### config.mk
export PLATFORM = sky130hd
export DESIGN_NAME = gmi_div
export DESIGN_NICKNAME = d
export VERILOG_FILES = /design/src/gmi_pkg.sv /design/src/gmi_div.sv
export SDC_FILE = /design/constraint.sdc
export NUM_CORES = 1
export LEC_CHECK = 0
export ABC_CLOCK_PERIOD_IN_PS = 5060
export BUFFER_PORTS_ARGS = -buffer_cell sky130_fd_sc_hd__clkbuf_2
export CAP_MARGIN = 15
export CORE_ASPECT_RATIO = 0.6
export CORE_MARGIN = 4
export CORE_UTILIZATION = 40
export CTS_CLUSTER_DIAMETER = 150
export DETAILED_ROUTE_END_ITERATION = 10
export PLACE_DENSITY = 0.66
export SLEW_MARGIN = 20
export SYNTH_ARGS = -nofsm -noshare
export SYNTH_HDL_FRONTEND = slang
export SYNTH_SLANG_ARGS = --single-unit
### constraint.sdc
create_clock -name i_clk -period 5.06 [get_ports i_clk]
set_input_delay 1.012 -clock i_clk [delete_from_list [all_inputs] [get_ports i_clk]]
set_output_delay 1.012 -clock i_clk [all_outputs]
set_load 0.05 [all_outputs]
### src/gmi_pkg.sv
// ----------------------------------------------------------------------------
// gmi_pkg
// shared types, constants and helpers of the grid interpolator
// ----------------------------------------------------------------------------
package gmi_pkg;

    localparam int DIMS        = 2;
    localparam int ACTIONS     = 2;
    localparam int GRID_MAX    = 16;
    localparam int TABLE_DEPTH = 256;
    localparam int ADDR_W      = 8;
    localparam int DATA_W      = 32;
    localparam int PTS_W       = 5;
    localparam int CELL_W      = 4;
    localparam int FRAC_W      = 17;
    localparam int QUOT_W      = 20;
    localparam int NUM_W       = 36;
    localparam int CFG_IDX_W   = 3;
    localparam int CORNERS     = 4;
    localparam int ACC_W       = 52;
    localparam int ENTRY_W     = DATA_W * (1 + ACTIONS);

    typedef enum logic [CFG_IDX_W-1:0] {
        CFG_LOW0  = 3'd0,
        CFG_HIGH0 = 3'd1,
        CFG_LOW1  = 3'd2,
        CFG_HIGH1 = 3'd3,
        CFG_PTS0  = 3'd4,
        CFG_PTS1  = 3'd5
    } t_cfg_idx;

    typedef enum logic {
        CMD_WRITE = 1'b0,
        CMD_QUERY = 1'b1
    } t_cmd;

    typedef enum logic [2:0] {
        ST_IDLE,
        ST_PREP,
        ST_DIV,
        ST_CELL,
        ST_MAC,
        ST_FIN
    } t_state;

    // point count limited to 2..GRID_MAX
    function automatic logic [PTS_W-1:0] eff_points(input logic [PTS_W-1:0] n);
        logic [PTS_W-1:0] r;
        r = n;
        if (n < PTS_W'(2)) r = PTS_W'(2);
        if (n > PTS_W'(GRID_MAX)) r = PTS_W'(GRID_MAX);
        return r;
    endfunction

endpackage

### src/gmi_div.sv
// ----------------------------------------------------------------------------
// gmi_div
// restoring divider, one quotient bit per cycle, (num << 16) / span
// ----------------------------------------------------------------------------
module gmi_div
    import gmi_pkg::*;
(
    input  logic              i_clk,
    input  logic              i_rst_n,
    input  logic              i_start,
    input  logic [NUM_W-1:0]  i_num,
    input  logic [DATA_W-1:0] i_span,
    output logic              o_done,
    output logic [QUOT_W-1:0] o_quot
);

    localparam int CNT_W = $clog2(QUOT_W + 1);

    logic [DATA_W-1:0] r_rem;
    logic [QUOT_W-1:0] r_low;
    logic [QUOT_W-1:0] r_quot;
    logic [CNT_W-1:0]  r_cnt;
    logic              r_busy;
    logic [DATA_W:0]   n_trial;
    logic              n_ge;

    assign n_trial = {r_rem, r_low[QUOT_W-1]};
    assign n_ge    = n_trial >= {1'b0, i_span};

    always_ff @(posedge i_clk) begin
        if (!i_rst_n) begin
            r_busy <= 1'b0;
            r_cnt  <= '0;
        end else if (i_start) begin
            r_busy <= 1'b1;
            r_cnt  <= CNT_W'(QUOT_W);
        end else if (r_busy) begin
            r_cnt <= r_cnt - 1'b1;
            if (r_cnt == CNT_W'(1)) r_busy <= 1'b0;
        end
    end

    always_ff @(posedge i_clk) begin
        if (i_start) begin
            // quotient fits in QUOT_W bits, so the top part is below span
            r_rem  <= i_num[NUM_W-1:NUM_W-DATA_W];
            r_low  <= {i_num[NUM_W-DATA_W-1:0], (QUOT_W-(NUM_W-DATA_W))'(0)};
            r_quot <= '0;
        end else if (r_busy) begin
            r_rem  <= n_ge ? DATA_W'(n_trial - {1'b0, i_span}) : n_trial[DATA_W-1:0];
            r_low  <= {r_low[QUOT_W-2:0], 1'b0};
            r_quot <= {r_quot[QUOT_W-2:0], n_ge};
        end
    end

    assign o_done = !r_busy;
    assign o_quot = r_quot;

endmodule

======== After elaboration in Yosys (flattened, before gate mapping) ========
Cells that the tools add are included.
cells by class
  $lt $le $gt $ge ......................... 1
  add/sub/neg operators ................... 2
  reductions and logical operators ........ 3
  eq/ne operators ......................... 1
  mux-type cells .......................... 10
  bitwise logic cells ..................... 1
operators by type and width
  kind                   number
  $mux W32               3
  $mux W20               2
  $ge A33 B32 Y1         1
  $sub A32 B32 Y32       1
  $mux W5                2
  $eq A5 B1 Y1 const B   1
  $sub A5 B1 Y5 const B  1
  $mux W1                3
  $reduce_bool A2 Y1     1
  $reduce_or A2 Y1       1
  $logic_not A1 Y1       1
  $not A1 Y1             1
word-level totals
  output and inout bits ................... 21
  input port bits ......................... 71
  word-level logic and storage cells ...... 24
  register bits after elaboration ......... 62

======== Depth between registers and ports, before layout ========
  depth in word-level cells ............... 4
  gate-level depth with buffers ........... 13
  mapped depth without buffers ............ 12

======== Worst setup path after synthesis ========
No wires, ideal clock.
  path type ............................... input to register
  start ................................... input port i_span[0]
  end ..................................... register r_rem[30] (data pin)
  setup time .............................. 0.265 ns
  data arrival time ....................... 3.252 ns
  stages on the path ...................... 11
  path buffers ............................ 0
  setup slack ............................. 1.543 ns
  required time ........................... 4.795 ns
  cells stage by stage .................... ha_1 > inv_1 > fa_1 > a21o_1 > a221oi_2 > o32a_1 > o21ai_0 > a221oi_1 > a311o_1 > xor2_1 > o211ai_1
between the ends
  cells in the longest elaborated chain, start to end .. 4
  elaborated cells on any way between the ends .. 5
  those cells by class .................... add/sub (1); order compare (1); mux (3)
RTL lines
  what                                                       RTL line                      source
  start: declaration                                         gmi_div.sv:12                 input logic [DATA_W-1:0] i_span,
  $sub A32 B32 Y32 / $ge A33 B32 Y1 (equally long branches)  gmi_div.sv:50, gmi_div.sv:28
  $mux W32 (*)                                               gmi_div.sv:50                 r_rem <= n_ge ? DATA_W'(n_trial - {1'b0, i_span}) : n_trial[DATA_W-1:0];
  $mux W32 (*)                                               gmi_div.sv:49                 end else if (r_busy) begin
  $mux W32 (*)                                               gmi_div.sv:44                 if (i_start) begin
  end signal: assignment                                     gmi_div.sv:46                 r_rem <= i_num[NUM_W-1:NUM_W-DATA_W];
  end signal: assignment                                     gmi_div.sv:50
  end: declaration                                           gmi_div.sv:19                 logic [DATA_W-1:0] r_rem;
Mark *: on every way between the ends. The rest lies on a longest branch, timed or not. The select of a mux whose other input is x is not followed.
A chain may end at the register's enable or synchronous reset.

======== Worst setup path in the final report ========
  start ................................... input port i_span[13]
  end ..................................... register r_rem[10] (data pin)
between the ends
  cells in the longest elaborated chain, start to end .. 4
RTL lines
  what            RTL line       source
  $ge A33 B32 Y1  gmi_div.sv:28  assign n_ge = n_trial >= {1'b0, i_span};
  $mux W32        gmi_div.sv:50
  $mux W32        gmi_div.sv:49
  $mux W32        gmi_div.sv:44
No other way between the ends. The select of a mux whose other input is x is not followed.

==> out/qor.txt <==
Reg clk slew, reported paths = 60 ps
Initial DRC Count = 326
Die Height = 91.24 um
Reg power frac = 28.7%
Global placement routability congestion = 0.9205
Crit Path Category = in -> reg
Post-CTS setup buffer count = 0
Initial Util = 40.89%
CTS buffer count = 9
Sw Ratio = 39.99%
Initial antenna violation count = 0
Number of clock sinks = 62
Antenna viol nets, final = 0
Final min period = 3934 ps
Peak supply drop = 0.2193 mV
Fillers = 1094
Setup crit end kind = flop
Post-Synthesis Cells = 537
Mux cell area share after synthesis = 7.042%
Xor/xnor share of the synthesized area = 5.688%
Required time worst endpoint = 5100 ps
Area grow syn2layout = 18.50%
Relative slew slack = 37.48%
Synth warn = 0
Main combinational cell family by area after synthesis = compound AO/OA/AOI/OAI gates
Setup Total Neg Slack = 0 ps
Unrepaired setup endpoints after global routing = false
Yosys reg bits = 62
P_leak = 2.479 nW
Final setup vio count = 0
Drt drc = 0
P_sw = 0.9713 mW
WL final = 12510 um
Int Pwr = 1.457 mW
Rows = 30
Reg2Reg Setup Slack = 1470 ps
Clk_lat worst skew = 330 ps
Critical Path Fanout Max = 22
Adder-cell share of the synthesized area = 9.642%
Synth unique cells = 65
Number of vias per cell = 5.419
HPWL after DPL = 9477 um
Total number of vias = 4259
Post-synth EDFFs = 36
Max Clock Freq = 254.2 MHz
Die area = 13390 um2
Clock power share = 23.2%
Hold Crit Class = reg -> reg
Simple-Gate Fraction of Synth Area = 16.41%
Logic pwr share = 48.0%
Antenna fix cells = 0
Post-synth top flop = edfxtp_1
Arrival time of the worst setup path = 3980 ps
Asr flop ratio synth = 0%
Vias in the first global route = 4031
Period utilization = 77.74%
Bufs on Longest Clock Path = 2
Routed len/inst = 15.91 um
# placed instances = 770
CTS tree = done
Post-synthesis cell area = 4619 um2
CTS HTree Levels = 3
Buffers on Ports = 91
Final #Nets = 727
Placed Instance Area = 5209 um2
Gates resized, CTS repair = 0
Max Slew Vio Count = 0
Largest net degree at the start of global routing = 56
DRT Pass-1 Iters = 5
Share of cells above drive strength 1 = 20.61%
Die width = 146.7 um
Final Power = 2.429 mW
I/O pin cnt = 92
Final cell utilization of the core = 48.45%
Synthesized area per cell = 8.602 um2
Overall Global Routing Usage = 18.67%
Max Clock Skew = 4.487 ps
Max-cap viol count = 0
Cts-stage hold buffer count = 0
GRT Residual Overflow = 0
Measured slew at the worst slew-check pin = 937.7 ps
Core Area = 11300 um2
Status = complete, no violations
Nature of the critical path startpoint = input pin
Post-synthesis sequential area ratio = 34.67%
First-pass GRT wire length = 20270 um
Clk root buf = clkbuf_16
Finished Layout Cells = 786
Synth Area in Compound Gates = 20.12%
Syn Nets = 643
Hold Fails Final Rpt = 0
Pwr per Cell Area = 443.7 nW/um2
Final instance area = 5474 um2
-- sequential cells by signal, indices dropped and copies added (netlist names) --
register  count
r_rem        32
o_quot       20
r_cnt         5
r_low         4
r_busy        1
-- path summary, 6_finish.rpt --
kind,start,to,depth (start not counted)
max,i_span[13],r_rem[10],11
min,r_cnt[1],r_cnt[1],2
max reg2reg,r_rem[14],r_rem[10],9
min reg2reg,r_cnt[1],r_cnt[1],2
-- routing by layer --
layer  share of wire, %  track usage (%)  up-vias
met5                  0                0        -
met4                1.2            4.695        0
met3                6.4            4.539       17
met2                 40            26.39      145
met1                 52            28.21     2006
li1                   -                -     2091
-- logic make-up (layout without fill, tap and decap cells) --
family,after synthesis,count (layout)
xor+xnor,30,30
flops,62,62
buf+inv,69,158
compound gates,142,142
mux,32,32
fa+ha+maj,35,35
simple gates,167,167
-- Yosys cell counts (5+ instances only) --
cell type	number	share of area, %
nor2_1	61	5.0
nand2_1	50	4.1
a21oi_1	47	5.1
inv_1	43	3.5
edfxtp_1	36	23
ha_1	34	9.2
o21ai_0	29	3.1
mux2i_1	28	6.1
dfxtp_1	26	11
xnor2_1	21	4.0
nand3_1	18	2.0
clkbuf_1	14	1.1
a21o_1	11	1.8
xor2_1	9	1.7
nand4_1	7	0.95
a211oi_1	6	0.98
a31oi_1	6	0.81
and3_1	6	0.81
o211ai_1	6	0.98
buf_2	5	0.54
nor3_1	5	0.54
o21bai_1	5	0.81
-- power groups by stage --
stage	clock (mW)	sequential [mW]	combinational (mW)
global placement	0	0.703	1.12
global route	0.602	0.706	1.29
CTS	0.577	0.696	1.15
finish	0.564	0.698	1.17
detailed placement	0	0.705	1.14
floorplan	0	0.694	0.888
-- area by class of cell --
| class | count | area [um2] | area share [%] |
|---|---|---|---|
| inverter | 44 | 165.2 | 3.017 |
| clock buffer | 10 | 229.0 | 4.183 |
| timing repair buffer | 98 | 520.5 | 9.509 |
| clock inverter | 6 | 36.28 | 0.6629 |
| sequential | 62 | 1602 | 29.26 |
| tap | 160 | 200.2 | 3.657 |
| multi-input combinational | 406 | 2721 | 49.71 |
-- metrics by stage --
step           setup slack, ps  hold slack (ps)
2_1_floorplan             1543            468.1
3_3_place_gp             953.6            473.5
3_5_place_dp             804.6            492.6
4_1_cts                   1131            500.2
5_1_grt                  916.0            535.2
6_report                  1126            499.7
-- layout by cell type (no fill, tap or decap), types with 5 or more instances in the layout --
cell and instances:
nor3_1 5, a21o_1 11, clkbuf_2 91, o21bai_1 5, nor2_1 61, mux2i_1 28
buf_4 6, a31oi_1 6, nand4_1 7, xnor2_1 21, xor2_1 9, and3_1 6
inv_1 43, a21oi_1 47, dfxtp_1 26, edfxtp_1 36, o211ai_1 6, a211oi_1 6
ha_1 34, o21ai_0 29, nand3_1 18, nand2_1 50, clkbuf_16 9
-- worst max-delay path: stages --
cell	delay, ps
clkbuf_2	70
inv_1	40
ha_1	470
nand4_2	200
or4_1	550
a21o_1	210
a31oi_4	220
o31a_1	620
buf_12	250
mux2i_1	230
a21oi_1	90
(Power assumes the default switching activity.)
